<file path="config.mk">
export PLATFORM = sky130hd
export DESIGN_NAME = nps_front
export DESIGN_NICKNAME = d
export VERILOG_FILES = /design/src/hw/rtl/nps_pkg.sv /design/src/hw/rtl/nps_front.sv
export SDC_FILE = /design/constraint.sdc
export NUM_CORES = 1
export LEC_CHECK = 0
export BUFFER_PORTS_ARGS = -buffer_cell sky130_fd_sc_hd__buf_2
export CORE_UTILIZATION = 49
export DETAILED_ROUTE_END_ITERATION = 7
export PLACE_DENSITY = 0.77
export SYNTH_ARGS = -nofsm -noshare
export SYNTH_HDL_FRONTEND = slang
export SYNTH_SLANG_ARGS = --single-unit
</file>
<file path="constraint.sdc">
create_clock -name clock -period 4.7 [get_ports clock]
set_input_delay 0.235 -clock clock [delete_from_list [all_inputs] [get_ports clock]]
set_output_delay 0.235 -clock clock [all_outputs]
set_load 0.005 [all_outputs]
</file>
<file path="src/hw/rtl/nps_pkg.sv">
`timescale 1ns / 1ps
// ----------------------------------------------------------------------------
// nps_pkg
// Types and constants shared by the nearest periodic image search block.
// ----------------------------------------------------------------------------
package nps_pkg;

   localparam int NCAND      = 27;
   localparam int POS_W      = 24;
   localparam int DIFF_W     = 25;
   localparam int BASE_W     = 8;
   localparam int PER_W      = 8;
   localparam int IMG_W      = 10;
   localparam int D_W        = 31;
   localparam int LAT_W      = 21;
   localparam int PROD_W     = 52;
   localparam int SUM_W      = 54;
   localparam int CART_W     = 44;
   localparam int DIST_W     = 62;
   localparam int TOL_W      = 32;
   localparam int ROW_W      = 63;
   localparam int CSR_IDX_W  = 4;
   localparam int CSR_DATA_W = 63;
   localparam int CNT_W      = 5;

   localparam logic [DIST_W-1:0] DIST_MAX = {DIST_W{1'b1}};

   // Configuration register indexes.
   localparam logic [CSR_IDX_W-1:0] CSR_LAT_A  = 4'd0;
   localparam logic [CSR_IDX_W-1:0] CSR_LAT_B  = 4'd1;
   localparam logic [CSR_IDX_W-1:0] CSR_LAT_C  = 4'd2;
   localparam logic [CSR_IDX_W-1:0] CSR_PER_A  = 4'd3;
   localparam logic [CSR_IDX_W-1:0] CSR_PER_B  = 4'd4;
   localparam logic [CSR_IDX_W-1:0] CSR_PER_C  = 4'd5;
   localparam logic [CSR_IDX_W-1:0] CSR_MODE   = 4'd6;
   localparam logic [CSR_IDX_W-1:0] CSR_TOL    = 4'd7;

   // Ternary step codes for one image axis.
   localparam logic [1:0] STEP_NEG  = 2'd0;
   localparam logic [1:0] STEP_ZERO = 2'd1;
   localparam logic [1:0] STEP_POS  = 2'd2;

   typedef struct packed {
      logic [2:0][ROW_W-1:0] lat;
      logic [2:0][PER_W-1:0] per;
      logic                  mode;
      logic [TOL_W-1:0]      tol;
   } cfg_type;

   typedef struct packed {
      logic [2:0][DIFF_W-1:0] diff;
      logic [2:0][BASE_W-1:0] base;
   } item_type;

   typedef struct packed {
      logic                  first;
      logic                  lastc;
      logic [2:0][IMG_W-1:0] img;
   } tag_type;

   typedef struct packed {
      logic              valid;
      tag_type           tag;
      logic [DIST_W-1:0] dsq;
   } cand_type;

   typedef struct packed {
      logic [2:0][IMG_W-1:0] img;
      logic [DIST_W-1:0]     dsq;
      logic                  last;
   } result_type;

endpackage

</file>
<file path="src/hw/rtl/nps_front.sv">
`timescale 1ns / 1ps
// ----------------------------------------------------------------------------
// nps_front
// Accepts position pairs, forms the fractional differences and holds them in
// a two-entry queue for the candidate engine.
// ----------------------------------------------------------------------------
module nps_front (
   input  logic                           clock,
   input  logic                           reset,
   input  logic                           push,
   output logic                           full,
   input  logic signed [nps_pkg::POS_W-1:0]  pos_i_a,
   input  logic signed [nps_pkg::POS_W-1:0]  pos_i_b,
   input  logic signed [nps_pkg::POS_W-1:0]  pos_i_c,
   input  logic signed [nps_pkg::POS_W-1:0]  pos_j_a,
   input  logic signed [nps_pkg::POS_W-1:0]  pos_j_b,
   input  logic signed [nps_pkg::POS_W-1:0]  pos_j_c,
   input  logic signed [nps_pkg::BASE_W-1:0] base_a,
   input  logic signed [nps_pkg::BASE_W-1:0] base_b,
   input  logic signed [nps_pkg::BASE_W-1:0] base_c,
   output logic                           item_valid,
   output nps_pkg::item_type              item,
   input  logic                           item_take
);
   import nps_pkg::*;

   item_type   q_ff [2];
   logic       wptr_ff, wptr_in, rptr_ff, rptr_in;
   logic [1:0] cnt_ff, cnt_in;
   item_type   new_item;
   logic       do_push, do_pop;

   // Differences are formed on the way in.
   always_comb begin
      new_item.diff[0] = DIFF_W'(pos_i_a) - DIFF_W'(pos_j_a);
      new_item.diff[1] = DIFF_W'(pos_i_b) - DIFF_W'(pos_j_b);
      new_item.diff[2] = DIFF_W'(pos_i_c) - DIFF_W'(pos_j_c);
      new_item.base[0] = base_a;
      new_item.base[1] = base_b;
      new_item.base[2] = base_c;
   end

   assign full       = (cnt_ff == 2'd2);
   assign item_valid = (cnt_ff != 2'd0);
   assign item       = q_ff[rptr_ff];
   assign do_push    = push && !full;
   assign do_pop     = item_take && item_valid;

   // Queue pointers and fill count.
   always_comb begin
      wptr_in = do_push ? !wptr_ff : wptr_ff;
      rptr_in = do_pop ? !rptr_ff : rptr_ff;
      cnt_in  = cnt_ff + 2'(do_push) - 2'(do_pop);
   end

   always_ff @(posedge clock) begin
      if (reset) begin
         wptr_ff <= 1'b0;
         rptr_ff <= 1'b0;
         cnt_ff  <= 2'd0;
      end else begin
         wptr_ff <= wptr_in;
         rptr_ff <= rptr_in;
         cnt_ff  <= cnt_in;
      end
   end

   // Queue storage.
   always_ff @(posedge clock) begin
      if (do_push) begin
         q_ff[wptr_ff] <= new_item;
      end
   end

endmodule

</file>
======== Yosys cells after proc, flatten, opt, wreduce, memory -nomap -nowiden ========
Memory sizes are Yosys's and may differ from the RTL's. A register that Yosys moved wholly into a read port is not among the register bits.
Cells that the tools add are included.
storage, ports and cells
  flip-flop bits (word level) ............. 4
  bits in writable memories ............... 198
  input bits .............................. 172
  output and inout bits ................... 101
  logic and storage cells ................. 20
  memories ................................ 1
cells by class
  add/subtract/negate cells ............... 5
  eq/ne operators ......................... 1
  mux-type cells .......................... 4
  reductions and logical operators ........ 6
memory list
  memory  words  width  read ports  clocked after Yosys merged registers in  wr ports  line             RTL
  q_ff    2      99     1           1                                        1         nps_front.sv:27  item_type q_ff [2];
operator list
  cell                                            number
  24-bit by 24-bit subtractor with 25-bit output  3
  1-bit 2-to-1 mux                                4
  1-bit logical NOT                               3
  2-bit by 1-bit adder with 2-bit output          1
  2-bit equality test, second input constant      1
  1-bit logical AND                               2
  2-bit nonzero test                              1
  2-bit by 1-bit subtractor with 2-bit output     1

======== Longest topological paths before layout ========
  depth after elaboration ................. 5
  gate-level depth with buffers ........... 10
  depth with buffers taken out ............ 10

======== Worst setup path before layout ========
No wires, ideal clock.
  path kind ............................... flip-flop to flip-flop
  start ................................... reg cnt_ff[0]
  end ..................................... mem q_ff[0][0] in the netlist's numbering (enable)
  arrival ................................. 4.675 ns
  setup slack ............................. -0.533 ns
  stages on the path, launching flop included .. 4
  path buffers ............................ 0
  clock period less this slack ............ 5.233 ns
  cells stage by stage .................... dfxtp_1 nand2b_1 nand2_1 nor2_1
on the way
  word-level cells in the longest chain between the ends .. 5
RTL lines
  item                                    line             RTL
  from (decl)                             nps_front.sv:29  logic [1:0] cnt_ff, cnt_in;
  from (signal assigned)                  nps_front.sv:64  cnt_ff <= cnt_in;
  2-bit equality test                     nps_front.sv:43  assign full = (cnt_ff == 2'd2);
  1-bit logical NOT                       nps_front.sv:46  assign do_push = push && !full;
  1-bit logical AND                       nps_front.sv:46
  1-bit 2-to-1 mux                        nps_front.sv:70  if (do_push) begin
  1-bit 2-to-1 mux (not written as such)  nps_front.sv:71  q_ff[wptr_ff] <= new_item;
  to (decl)                               nps_front.sv:27
No other way between the ends.

==> impl_results.md <==
- Crit-path max FO: 45
- Yosys warning count: 0
- Critical Path AT: 2.41 ns
- Primary FF master, synth: edfxtp_1
- Setup Total Neg Slack: 0 ns
- First-pass DRT Iterations: 5
- Initial Util: 0.499
- Worst skew pair latency: 0.51 ns
- Total I/O pin count: 273
- Initial DRC count: 387
- Syn-to-layout area delta: 23.0%
- Die ar.: 23,600 µm²
- Reg2Reg Depth: 3
- Dominant cell by count in the synthesized netlist: edfxtp_1
- DP Worst Slack: 1.83 ns
- Fin nets: 1,470
- CP required: 4.47 ns
- Post-Route Skew: 0.0187 ns
- Clock tree sinks: 203
- Hold slack: 0.120 ns
- Slew @ Worst Pin: 1.10 ns
- Post-Syn Nets: 1,168
- Critical path class: reg2out
- Htree depth: 1
- Setup violations, final: 0
- Global Route Usage Sum: 0.205
- Synthesized cell area: 11,300 µm²
- Die width: 154 µm
- Mean Syn Cell Area: 12.3 µm²
- Power Total: 5.91 mW
- Synth Instances: 919
- Reg-to-Reg End: q_ff[1][67]
- Reg2reg start: cnt_ff[0]
- Die outline height: 154 µm
- CP Launch Type: flip-flop
- DR DRC count: 0
- Unique cell type count in the Yosys netlist: 61
- Largest net degree at the start of global routing: 77
- Crit path capture type: primary output
- PD cells: 426 nW/µm²
- Max incr delay on CP: 0.77 ns
- Aggregate global routing overflow: 0
- Slew headroom: 0.265
- Final Cycle Share: 0.563
- Cts bufs inserted: 23
- Sequential-to-total area share from yosys stat: 0.536
- Leak: 5.89 nW
- Input/output buffers: 272
- DR WL/cell: 16.1 µm
- Placer's final routability congestion estimate: 0.935
- Rows: 55
- CTS tree: built
- Worst setup margin: 2.05 ns
- Area of the core: 22,600 µm²
- Vias/cell: 5.34
- Seq cells post-synth: 203
- DP HPWL: 17,400 µm
- Worst-path cell chain: buf_4 > mux2_2 > buf_2
- Hold Path Class: in2reg
- Antenna violations before repair: 3
- Via count: 8,132
- RSZ-0062 raised after global routing: false
- Share of layout cells above drive strength 1: 0.347
- Max_cap viols: 0
- Routed WL: 24,500 µm
- Slowest-stage cell, CP: dfxtp_4
- Post-synth top cells: edfxtp_1 (198), mux2_2 (99), inv_1 (95), ha_1 (74), a21oi_1 (62)
- First-pass GRT wire length: 39,200 µm
- Fin crit period: 2.65 ns
- Setup crit end: item[78]
- Largest cells by area after synthesis: edfxtp_1 (53%), mux2_2 (9.9%), ha_1 (8.2%), inv_1 (3.2%), xnor2_1 (3.1%)
- Post-DRT Antenna Nets: 0
- Root Driver: clkbuf_16
- Status: completed
- Max Fclk: 0.378 GHz
- Slew Limit Fails: 0
- Synth area leader: edfxtp_1
- Vias in the first global route: 8,136
- Hold Fails Final Rpt: 0
- Top cell type's share of synthesized area: 0.527
- VDD IR max: 0.000294 V
- EDFF count, synth: 198
- Clk pin slew, worst setup/hold paths: 0.06 ns
- Asr flop ratio synth: 0
- Clock buffer depth: 3
- Flop2flop setup slack: 2.37 ns
power by group:
part / leakage (nW) / switching (mW) / total (mW) / internal, mW
clock network: 0.329 / 0.697 / 1.65 / 0.950
registers: 1.89 / 0.116 / 2.53 / 2.42
logic: 3.67 / 0.893 / 1.73 / 0.834
per-stage QoR:
step | instance area [µm²] | instances | util
2_1_floorplan | 11300 | 919 | -
3_3_place_gp | 12900 | 1456 | 0.573
3_5_place_dp | 12900 | 1456 | 0.573
4_1_cts | 13900 | 1520 | 0.614
5_1_grt | 13900 | 1520 | 0.614
6_report | 13900 | 1522 | 0.615
worst max-delay path, delay by kind of cell, from the launching register on:
kind | cells | cell delay, ns
multiplexers | 1 | 0.42
flip-flops | 1 | 0.77
buffers and inverters | 2 | 0.67
cell families (layout without fill, tap and decap cells):
logic type,count (synthesis),after routing,share of synthesized area
flip-flops,203,203,0.536
AO/OA/AOI/OAI,198,198,0.114
AND/OR/NAND/NOR,157,157,0.0709
buffers and inverters,120,436,0.0413
multiplexers,101,101,0.101
adder cells (fa/ha/maj),77,77,0.0875
XOR/XNOR,63,63,0.0489
other,0,2,0
worst min path at each step:
stage / startpoint / to / depth (start not counted)
2_1_floorplan: reset / cnt_ff[0] / 1
3_3_place_gp: base_a[3] / q_ff[1][3] / 1
3_5_place_dp: base_c[4] / q_ff[1][20] / 1
4_1_cts: pos_j_b[0] / q_ff[0][49] / 3
5_1_grt: pos_j_b[0] / q_ff[0][49] / 3
6_report: pos_j_b[0] / q_ff[0][49] / 3
repair_timing:
action | CTS | global route
endpoints found under the setup margin | 0 | 0
hold buffers | 25 | 0
setup buffers | 0 | 0
gates resized for setup | 0 | 0
hold endpoints to repair | 53 | 0
sequential cells by signal, indices dropped and copies added (netlist names), named ones only:
name	cells
wptr_ff	1
rptr_ff	1
cnt_ff	2
q_ff	198
area by class of cell:
cell class	count	area, µm²
repair buffers	302	1650
inverters	95	357
diodes	2	5.00
well taps	285	357
clock buffers	28	594
multi-input cells	596	4770
flip-flops and latches	203	6050
clock inverters	11	85.1
fillers	1801	8700
per-layer routing:
layer  vias to the layer above  track usage  part of all wire
met5                         -            0           0.00045
met2                       285        0.356              0.48
met1                      3792        0.246              0.41
li1                       4000            -                 -
met4                         2       0.0724             0.028
met3                        53       0.0541             0.076
placed cells by master (no fill, tap or decap), types with 6 or more instances in the layout:
cell type,Yosys,layout
buf_2,5,272
edfxtp_1,198,198
mux2_2,99,99
inv_1,95,95
ha_1,74,74
a21oi_1,62,62
nor2_1,42,41
xnor2_1,40,40
nand2_1,32,32
o21ai_0,30,30
dlygate4sd3_1,0,25
xor2_1,23,23
clkbuf_16,0,23
a21o_1,21,21
nor2b_1,18,18
o21a_1,12,12
nand4_1,11,11
nand2b_1,10,10
a31oi_1,10,10
o21bai_1,9,9
nand3_1,9,9
o211ai_1,7,7
and3_1,8,7
nor3_1,6,6
o21ai_1,6,6
o31ai_1,6,6
Note: power is estimated with default switching activity, not from simulation.
